[src/sv/pmc_pkg.sv]
`timescale 1ns / 1ps
// pmc_pkg: hash constants, transaction kinds, modular-add helper and the
// command/response structs of the shared modular multiplier. No dependencies.
package pmc_pkg;

   typedef logic [29:0] hash_type;

   localparam hash_type HBASE = 30'd1000005;
   localparam hash_type MOD_A = 30'd1000000007;
   localparam hash_type MOD_B = 30'd998244353;

   // req_tuser codes
   localparam logic KIND_PATTERN = 1'b0;
   localparam logic KIND_TEXT    = 1'b1;

   // one multiplier bit per cycle
   localparam int MUL_STEPS = 30;
   localparam int STEP_W    = 5;

   typedef struct packed {
      logic     start;
      hash_type xa;
      hash_type ya;
      hash_type xb;
      hash_type yb;
   } mul_cmd_type;

   typedef struct packed {
      logic     busy;
      logic     done;
      hash_type ra;
      hash_type rb;
   } mul_rsp_type;

   // (a + b) mod m, both inputs below m
   function automatic hash_type add_mod(input hash_type a, input hash_type b,
                                        input hash_type m);
      logic [30:0] s;
      s = {1'b0, a} + {1'b0, b};
      if (s >= {1'b0, m}) begin
         s = s - {1'b0, m};
      end
      return s[29:0];
   endfunction

endpackage

[src/sv/pmc_modmul.sv]
`timescale 1ns / 1ps
// pmc_modmul: bit-serial modular multiplier, both moduli side by side.
// Depends on pmc_pkg.
module pmc_modmul (
   input  logic                clock,
   input  logic                reset,
   input  pmc_pkg::mul_cmd_type cmd,
   output pmc_pkg::mul_rsp_type rsp
);
   import pmc_pkg::*;

   hash_type          xa_ff, ya_ff, ra_ff, xb_ff, yb_ff, rb_ff;
   hash_type          xa_in, ya_in, ra_in, xb_in, yb_in, rb_in;
   logic [STEP_W-1:0] cnt_ff, cnt_in;
   logic              busy_ff, busy_in, done_ff, done_in;
   hash_type          dbl_a, dbl_b;

   // MSB first: r = 2r + bit*x, reduced after each add
   always_comb begin
      xa_in   = xa_ff;
      ya_in   = ya_ff;
      ra_in   = ra_ff;
      xb_in   = xb_ff;
      yb_in   = yb_ff;
      rb_in   = rb_ff;
      cnt_in  = cnt_ff;
      busy_in = busy_ff;
      done_in = 1'b0;
      dbl_a   = add_mod(ra_ff, ra_ff, MOD_A);
      dbl_b   = add_mod(rb_ff, rb_ff, MOD_B);
      if (busy_ff) begin
         ra_in  = add_mod(dbl_a, ya_ff[29] ? xa_ff : '0, MOD_A);
         rb_in  = add_mod(dbl_b, yb_ff[29] ? xb_ff : '0, MOD_B);
         ya_in  = ya_ff << 1;
         yb_in  = yb_ff << 1;
         cnt_in = cnt_ff + 1'b1;
         if (cnt_ff == STEP_W'(MUL_STEPS - 1)) begin
            busy_in = 1'b0;
            done_in = 1'b1;
         end
      end else if (cmd.start) begin
         xa_in   = cmd.xa;
         ya_in   = cmd.ya;
         xb_in   = cmd.xb;
         yb_in   = cmd.yb;
         ra_in   = '0;
         rb_in   = '0;
         cnt_in  = '0;
         busy_in = 1'b1;
      end
   end

   always_ff @(posedge clock) begin
      if (reset) begin
         busy_ff <= 1'b0;
         done_ff <= 1'b0;
         cnt_ff  <= '0;
      end else begin
         busy_ff <= busy_in;
         done_ff <= done_in;
         cnt_ff  <= cnt_in;
      end
      xa_ff <= xa_in;
      ya_ff <= ya_in;
      ra_ff <= ra_in;
      xb_ff <= xb_in;
      yb_ff <= yb_in;
      rb_ff <= rb_in;
   end

   assign rsp.busy = busy_ff;
   assign rsp.done = done_ff;
   assign rsp.ra   = ra_ff;
   assign rsp.rb   = rb_ff;

endmodule

[config.mk]
export PLATFORM = sky130hd
export DESIGN_NAME = pmc_modmul
export DESIGN_NICKNAME = d
export VERILOG_FILES = /design/src/sv/pmc_pkg.sv /design/src/sv/pmc_modmul.sv
export SDC_FILE = /design/constraint.sdc
export NUM_CORES = 1
export LEC_CHECK = 0
export ABC_CLOCK_PERIOD_IN_PS = 6710
export BUFFER_PORTS_ARGS = -buffer_cell sky130_fd_sc_hd__buf_2
export CORE_AREA = 2 2 162 164
export DETAILED_ROUTE_END_ITERATION = 7
export DIE_AREA = 0 0 164 166
export PLACE_DENSITY = 0.76
export SYNTH_ARGS = -nofsm -noshare
export SYNTH_HDL_FRONTEND = slang
export SYNTH_SLANG_ARGS = --single-unit
[constraint.sdc]
create_clock -name clock -period 6.71 [get_ports clock]
set_input_delay 1.0065 -clock clock [delete_from_list [all_inputs] [get_ports clock]]
set_output_delay 1.0065 -clock clock [all_outputs]
set_load 0.005 [all_outputs]
==> results of run 1 <==
## worst min-delay path by stage
| stage | endpoint | slack [ns] | cells past startpoint |
|---|---|---|---|
| finish | done_ff$_SDFF_PP0_ | 0.50 | 2 |
| global route | done_ff$_SDFF_PP0_ | 0.53 | 2 |
| detailed placement | cnt_ff[4]$_SDFFE_PP0P_ | 0.49 | 1 |
| floorplan | cnt_ff[4]$_SDFFE_PP0P_ | 0.44 | 1 |
| global placement | cnt_ff[4]$_SDFFE_PP0P_ | 0.46 | 1 |
| CTS | cnt_ff[4]$_SDFFE_PP0P_ | 0.50 | 1 |
## tightest hold or removal path, cell delays in order (launching register included)
cell and delay, ns:
dfxtp_1 0.34, nand3_1 0.09, nor2_1 0.04
## metrics by stage
stage,cells,cell area [sq um],util (%),power [uW],hold WS [ns]
final,2104,17020,66.43,5928,0.4967
after global routing,2104,17020,66.43,6267,0.5329
after CTS,2093,16780,65.53,5816,0.4991
after detailed placement,2059,16130,62.96,4698,0.4861
after global placement,2059,16130,62.96,4639,0.4650
after floorplan,1447,13860,-,3533,0.4422
## power by group through the flow
| stage | clock network [uW] | logic (uW) | registers [uW] |
|---|---|---|---|
| after detailed placement | 0 | 3050 | 1650 |
| after CTS | 1100 | 3090 | 1620 |
| after global placement | 0 | 3000 | 1640 |
| final | 1090 | 3210 | 1630 |
| after global routing | 1130 | 3480 | 1650 |
| after floorplan | 0 | 1930 | 1610 |
## cell type report
class                      count  area, sq um
inverter                      36        137.6
clock buffer                  17        425.4
timing repair buffer         353         2218
clock inverter                15        203.9
tap                          335        419.2
fill                        2099         8598
sequential                   187         5527
multi-input combinational   1158         8079
antenna                        3        7.507
## logic make-up after synthesis
family | after synthesis | synth area share (%)
adder cells (fa/ha/maj) | 69 | 6.338
AND/OR/NAND/NOR | 516 | 19.62
XOR/XNOR | 105 | 6.636
buffers and inverters | 102 | 3.151
flip-flops | 187 | 39.87
AO/OA/AOI/OAI | 452 | 23.22
multiplexers | 16 | 1.165
## layer usage
layer / vias up / global-route usage, % / routed length (um)
met5: - / 0 / 0
met4: 0 / 8.810 / 1045
met3: 69 / 3.996 / 2408
met2: 454 / 48.68 / 19660
met1: 6126 / 38.28 / 17200
li1: 6092 / - / -
## synth_stat cells (31+ instances only)
library cell	n
edfxtp_1	178
a21o_1	32
a21oi_1	104
ha_1	67
and2_1	72
o21ai_0	68
a22o_1	57
nor3_1	31
clkbuf_1	38
nor2_1	115
nand2_1	109
xnor2_1	52
inv_1	35
xor2_1	53
## cells in the final DEF, fill, tap and decap left out, types with 17 or more instances in the layout
master / instances
buf_2: 184
edfxtp_1: 178
buf_4: 166
nor2_1: 115
nand2_1: 109
a21oi_1: 97
and2_1: 71
o21ai_0: 64
ha_1: 62
a22o_1: 57
xor2_1: 52
xnor2_1: 50
inv_1: 33
a21o_1: 31
nor3_1: 30
nand3_1: 27
or3_1: 25
and3_1: 21
o21ai_1: 18
nand4_1: 18
o211ai_1: 17
clkbuf_16: 17
## what timing repair did
action	CTS	global route
hold buffers	0	0
resized for setup	4	39
setup endpoints to repair	25	59
pin swaps	1	8
cloned	0	0
buffers inserted	2	8
## sequential cells by signal (all words and copies together) (netlist names)
name and count:
xb_ff 30, cnt_ff 5, rb_ff 30, ra_ff 30, ya_ff 30, done_ff 1
busy_ff 1, xa_ff 30, yb_ff 30
==> reports/metrics.csv, run 1 <==
stage;metric;value;unit
power_and_ir_drop;Seq pwr share;27.5;%
worst_setup_path;R2R cell count;25;
sta;Setup violations, final;0;
worst_setup_path;Crit Path Max Fanout;9;
floorplan;Die Width;164;um
cts;CTS Root Cell;clkbuf_16;
logic_synthesis;part of the Yosys area used for sequential elements;39.87;%
worst_setup_path;CP delay by family, top;simple AND/OR/NAND/NOR gates;
global_routing;GRT Overall Usage;28.79;%
drt;Avg WL per Cell;19.16;um
logic_synthesis;Syn Nets;1639;
logic_synthesis;synth warn;0;
power_and_ir_drop;NetSw;2513;uW
logic_synthesis;Yosys top cell area share;38.57;%
power_and_ir_drop;Comb power frac;54.2;%
logic_synthesis;Syn Area/Cell;9.577;sq um
floorplan;Die Ht;166;um
finish;Area Overhead vs Synth;22.80;%
logic_synthesis;Area contributors post-synth;edfxtp_1 (39%), ha_1 (6.0%), a21oi_1 (3.8%);
worst_setup_path;CP max stage cell;or4_4;
logic_synthesis;most frequently used flop master after synthesis;edfxtp_1;
floorplan;full die area;27220;sq um
worst_setup_path;Setup Crit Path Kind;reg2reg;
worst_setup_path;Setup crit end;rb_ff[2]$_SDFFCE_PN0P_;
sta;Worst Max-Slew Pin Slew;1.087;ns
floorplan;cell row count;59;
worst_setup_path;Slowest Stage Delay on Critical Path;0.59;ns
drt;routed wire length;40320;um
place;Routability Congestion;0.9651;
sta;slack of the critical path;0.2653;ns
job;MaxCap Viol Count;0;
worst_setup_path;r2r setup slk;0.27;ns
drt;drt drc;0;
global_routing;largest net degree at the start of global routing;92;
logic_synthesis;Synth Register Bits;187;
finish;Total Nets Final;1945;
logic_synthesis;Synth cell types;104;
drt;post-route ant nets;0;
power_and_ir_drop;Pint;3415;uW
status;status;complete, no violations;
cts;H-tree depth;4;
cts;CTS Buffer Depth;2;
drt;DR vias;12740;
sta;Final Skew;0.01712;ns
worst_setup_path;Worst EP required;6.90;ns
worst_setup_path;Critical Path Source Type;register;
drt;Iteration-0 DRC Markers;1155;
worst_setup_path;critical path buffer and inverter count;4;
sta;count of final hold-check violations;0;
logic_synthesis;cell taking the most area after synthesis;edfxtp_1;
power_and_ir_drop;Max IR drop VDD;0.1918;mV
drt;DR pass1 iterations;7;
place;DP Worst Slack;-0.02750;ns
logic_synthesis;FFs w/ async S/R, synth;0;%
sta;max_slew headroom;27.52;%
power_and_ir_drop;Leak Pwr;0.007224;uW
global_routing;initial antenna violation count;4;
power_and_ir_drop;Pwr Density;348.3;nW/um^2
drt;vias per cell;6.056;
place;detailed placement HPWL;30270;um
worst_setup_path;Levels on crit path;25;
sta;crit path time final;6.445;ns
worst_hold_path;HP Start;cnt_ff[4]$_SDFFE_PP0P_;
logic_synthesis;Synth Instances;1447;
worst_setup_path;r2r startpoint;rb_ff[16]$_SDFFCE_PN0P_;
global_routing;global-route wire length before repair;62220;um
sta;max-slew violations;0;
worst_setup_path;FF-to-FF End;rb_ff[2]$_SDFFCE_PN0P_;
sta;final worst-path cycle share;96.05;%
global_routing;grt ovf;0;
sta;Fin Setup TNS;0;ns
cts;CTS tree;built;
worst_setup_path;Crit. End Element;register;
cts;TritonCTS buffer count;17;
worst_setup_path;crit path launch;rb_ff[16]$_SDFFCE_PN0P_;
cts;worst-skew pair later-pin latency;0.45;ns
finish;share of post-route cells with drive strength above 1;26.95;%
global_routing;vias in the first global route;12070;
worst_hold_path;Hold/Removal Path Class;reg2reg;
sta;Max Clock Freq;155.2;MHz
worst_setup_path;Worst EP arrival;6.63;ns
floorplan;core area;25620;sq um
logic_synthesis;EDFF count, synth;178;
power_and_ir_drop;Clock power frac;18.3;%
cts;Sink Count;187;
power_and_ir_drop;Sw Share;42.39;%
logic_synthesis;Synth Cell Area;13860;sq um
place;I/O Buffers;184;
floorplan;Starting Density;54.10;%
floorplan;I/O Pins;185;
cts;Clock transition at path regs;0.09;ns
Note: power is estimated with default switching activity, not from simulation.
==> inputs of run 2 (changes only) <==
--- a/config.mk
+++ b/config.mk
@@ -10,7 +10,7 @@
 export CORE_AREA = 2 2 162 164
 export DETAILED_ROUTE_END_ITERATION = 7
 export DIE_AREA = 0 0 164 166
-export PLACE_DENSITY = 0.76
+export PLACE_DENSITY = 0.85
 export SYNTH_ARGS = -nofsm -noshare
 export SYNTH_HDL_FRONTEND = slang
 export SYNTH_SLANG_ARGS = --single-unit
==> run 2 against run 1 <==
Net effect: sequential power barely moved; first-iteration DRC count is 3.0% higher; design area down 3.8%; setup slack lost 0.15 ns; power fell by 4.4%; clock-buffer cell count stayed put; fmax down 2.2%; hold slack better by 0.0061 ns; non-clock buffer count shrank 103; critical endpoint is now ra_ff[11]$_SDFFCE_PN0P_; die area unchanged; sequential cell count stayed put; largest cell class unchanged; combinational power shrank 9.7%.
==> reports/metrics.csv, run 2 (synthesis gave the netlist of run 1 again) <==
stage;metric;value;unit
sta;Fin Setup TNS;0;ns
sta;count of final hold-check violations;0;
finish;Total Nets Final;1842;
worst_setup_path;Crit. End Element;register;
worst_setup_path;Critical Path Source Type;register;
cts;Sink Count;187;
power_and_ir_drop;Pwr Density;346.3;nW/um^2
status;status;complete, no violations;
floorplan;Die Ht;166;um
finish;commonest non-fill, non-tap cell in the layout;buf_2;
drt;post-route ant nets;0;
worst_setup_path;r2r setup slk;0.12;ns
floorplan;cell row count;59;
cts;Post-CTS Hold Fix Bufs;0;
global_routing;vias in the first global route;11850;
drt;Iteration-0 DRC Markers;1190;
sta;final worst-path cycle share;98.25;%
worst_setup_path;Setup Crit Path Kind;reg2reg;
cts;H-tree depth;4;
finish;number of diodes;0;
worst_hold_path;WHS Endpoint;done_ff$_SDFF_PP0_;
sta;hold_ws;0.5028;ns
floorplan;full die area;27220;sq um
floorplan;Die Width;164;um
cts;CTS Buffer Depth;2;
place;detailed placement HPWL;28470;um
global_routing;GRT Overall Usage;27.43;%
global_routing;global-route wire length before repair;59690;um
worst_setup_path;Critical Path Most Common Cell;a21oi_2;
floorplan;core area;25620;sq um
place;Routability Congestion;0.9695;
worst_setup_path;Worst EP required;6.98;ns
sta;Final Skew;0.02060;ns
finish;total area of sequential cells;5529;sq um
floorplan;I/O Pins;185;
cts;CTS tree;built;
global_routing;largest net degree at the start of global routing;75;
finish;commonest non-fill, non-tap cells in the layout;buf_2 (184), edfxtp_1 (178), nor2_1 (114);
finish;Area Overhead vs Synth;18.10;%
worst_setup_path;Slowest Stage Delay on Critical Path;0.43;ns
cts;CTS Root Cell;clkbuf_16;
cts;worst-skew pair later-pin latency;0.46;ns
worst_setup_path;FF-to-FF End;ra_ff[11]$_SDFFCE_PN0P_;
worst_setup_path;R2R cell count;29;
drt;wl on met1;16070;um
drt;metal2 WL;18690;um
sta;Max Clock Freq;151.7;MHz
finish;share of post-route cells with drive strength above 1;22.73;%
drt;Avg WL per Cell;19.22;um
cts;TritonCTS buffer count;17;
drt;drt drc;0;
worst_setup_path;CP max stage cell;a211oi_4;
sta;max-slew violations;0;
global_routing;grt ovf;0;
drt;vias per cell;6.219;
drt;routed wire length;38400;um
place;I/O Buffers;184;
power_and_ir_drop;Max IR drop VDD;0.2258;mV
finish;area of the multi-input gates;8164;sq um
sta;max_slew headroom;38.79;%
worst_hold_path;Hold Crit Depth;2;
drt;met3 routed WL;2494;um
sta;Setup violations, final;0;
worst_setup_path;r2r startpoint;ra_ff[2]$_SDFFCE_PN0P_;
sta;Worst Max-Slew Pin Slew;0.9182;ns
cts;Clock transition at path regs;0.10;ns
drt;DR pass1 iterations;5;
global_routing;initial antenna violation count;1;
worst_hold_path;Hold/Removal Path Class;reg2reg;
sta;crit path time final;6.593;ns
drt;DR vias;12430;
drt;max layer used;met5;
power_and_ir_drop;Leak Pwr;0.006764;uW
worst_setup_path;Worst EP arrival;6.86;ns
worst_hold_path;HP Start;cnt_ff[4]$_SDFFE_PP0P_;
finish;fillcell total;2032;
floorplan;Starting Density;54.10;%
worst_setup_path;Crit Path Max Fanout;17;
job;MaxCap Viol Count;0;
-- run 2: metal layers --
layer / up-vias / track usage (%)
met5: - / 0
met4: 2 / 9.458
met3: 77 / 3.796
met2: 499 / 46.84
li1: 5884 / -
met1: 5964 / 35.62
-- run 2: critical path: cells and delay by family, from the launching register on --
| kind | cells | cell delay (ns) |
|---|---|---|
| AOI/OAI and AO/OA | 14 | 3.06 |
| buffers and inverters | 7 | 0.96 |
| and+or+nand+nor | 4 | 0.84 |
| adders and majority gates | 3 | 0.82 |
| DFF | 1 | 0.41 |
| muxes | 1 | 0.31 |
-- run 2: report_power, final --
part	switching [uW]	internal, uW
sequential	157	1470
combinational	1730	1170
clock	600	536
total	2490	3180
-- run 2: final cells by class --
class	count	share of cell area (%)
repair buffers	250	8.906
multi-input cells	1158	49.88
well taps	335	2.561
flip-flops and latches	187	33.78
inverters	36	0.8409
clock inverters	15	1.430
clock buffers	17	2.599
-- run 2: what timing repair did --
| item | in CTS | in global routing |
|---|---|---|
| setup endpoints to repair | 33 | 58 |
| pin swaps | 1 | 8 |
| buffers inserted | 0 | 8 |
| gates resized for setup | 13 | 42 |
-- run 2: per-stage QoR --
step	cell area, sq um	total power (uW)	cells	util, %	setup WS, ns
floorplan	13860	3533	1447	-	0.5695
global placement	15380	4289	1958	60.05	0.05952
detailed placement	15380	4359	1958	60.05	-0.1931
CTS	16110	5526	1990	62.88	0.03889
global route	16370	5989	1998	63.89	-0.1235
finish	16370	5668	1998	63.89	0.1173
-- run 2: worst max-delay path by stage --
stage | from | end | slack [ns] | cells past startpoint
floorplan | rb_ff[14]$_SDFFCE_PN0P_ | rb_ff[19]$_SDFFCE_PN0P_ | 0.57 | 27
CTS | ra_ff[7]$_SDFFCE_PN0P_ | ra_ff[22]$_SDFFCE_PN0P_ | 0.04 | 26
detailed placement | ra_ff[7]$_SDFFCE_PN0P_ | ra_ff[29]$_SDFFCE_PN0P_ | -0.19 | 26
global route | ra_ff[3]$_SDFFCE_PN0P_ | ra_ff[23]$_SDFFCE_PN0P_ | -0.12 | 29
global placement | ra_ff[7]$_SDFFCE_PN0P_ | ra_ff[29]$_SDFFCE_PN0P_ | 0.06 | 26
finish | ra_ff[2]$_SDFFCE_PN0P_ | ra_ff[11]$_SDFFCE_PN0P_ | 0.12 | 29
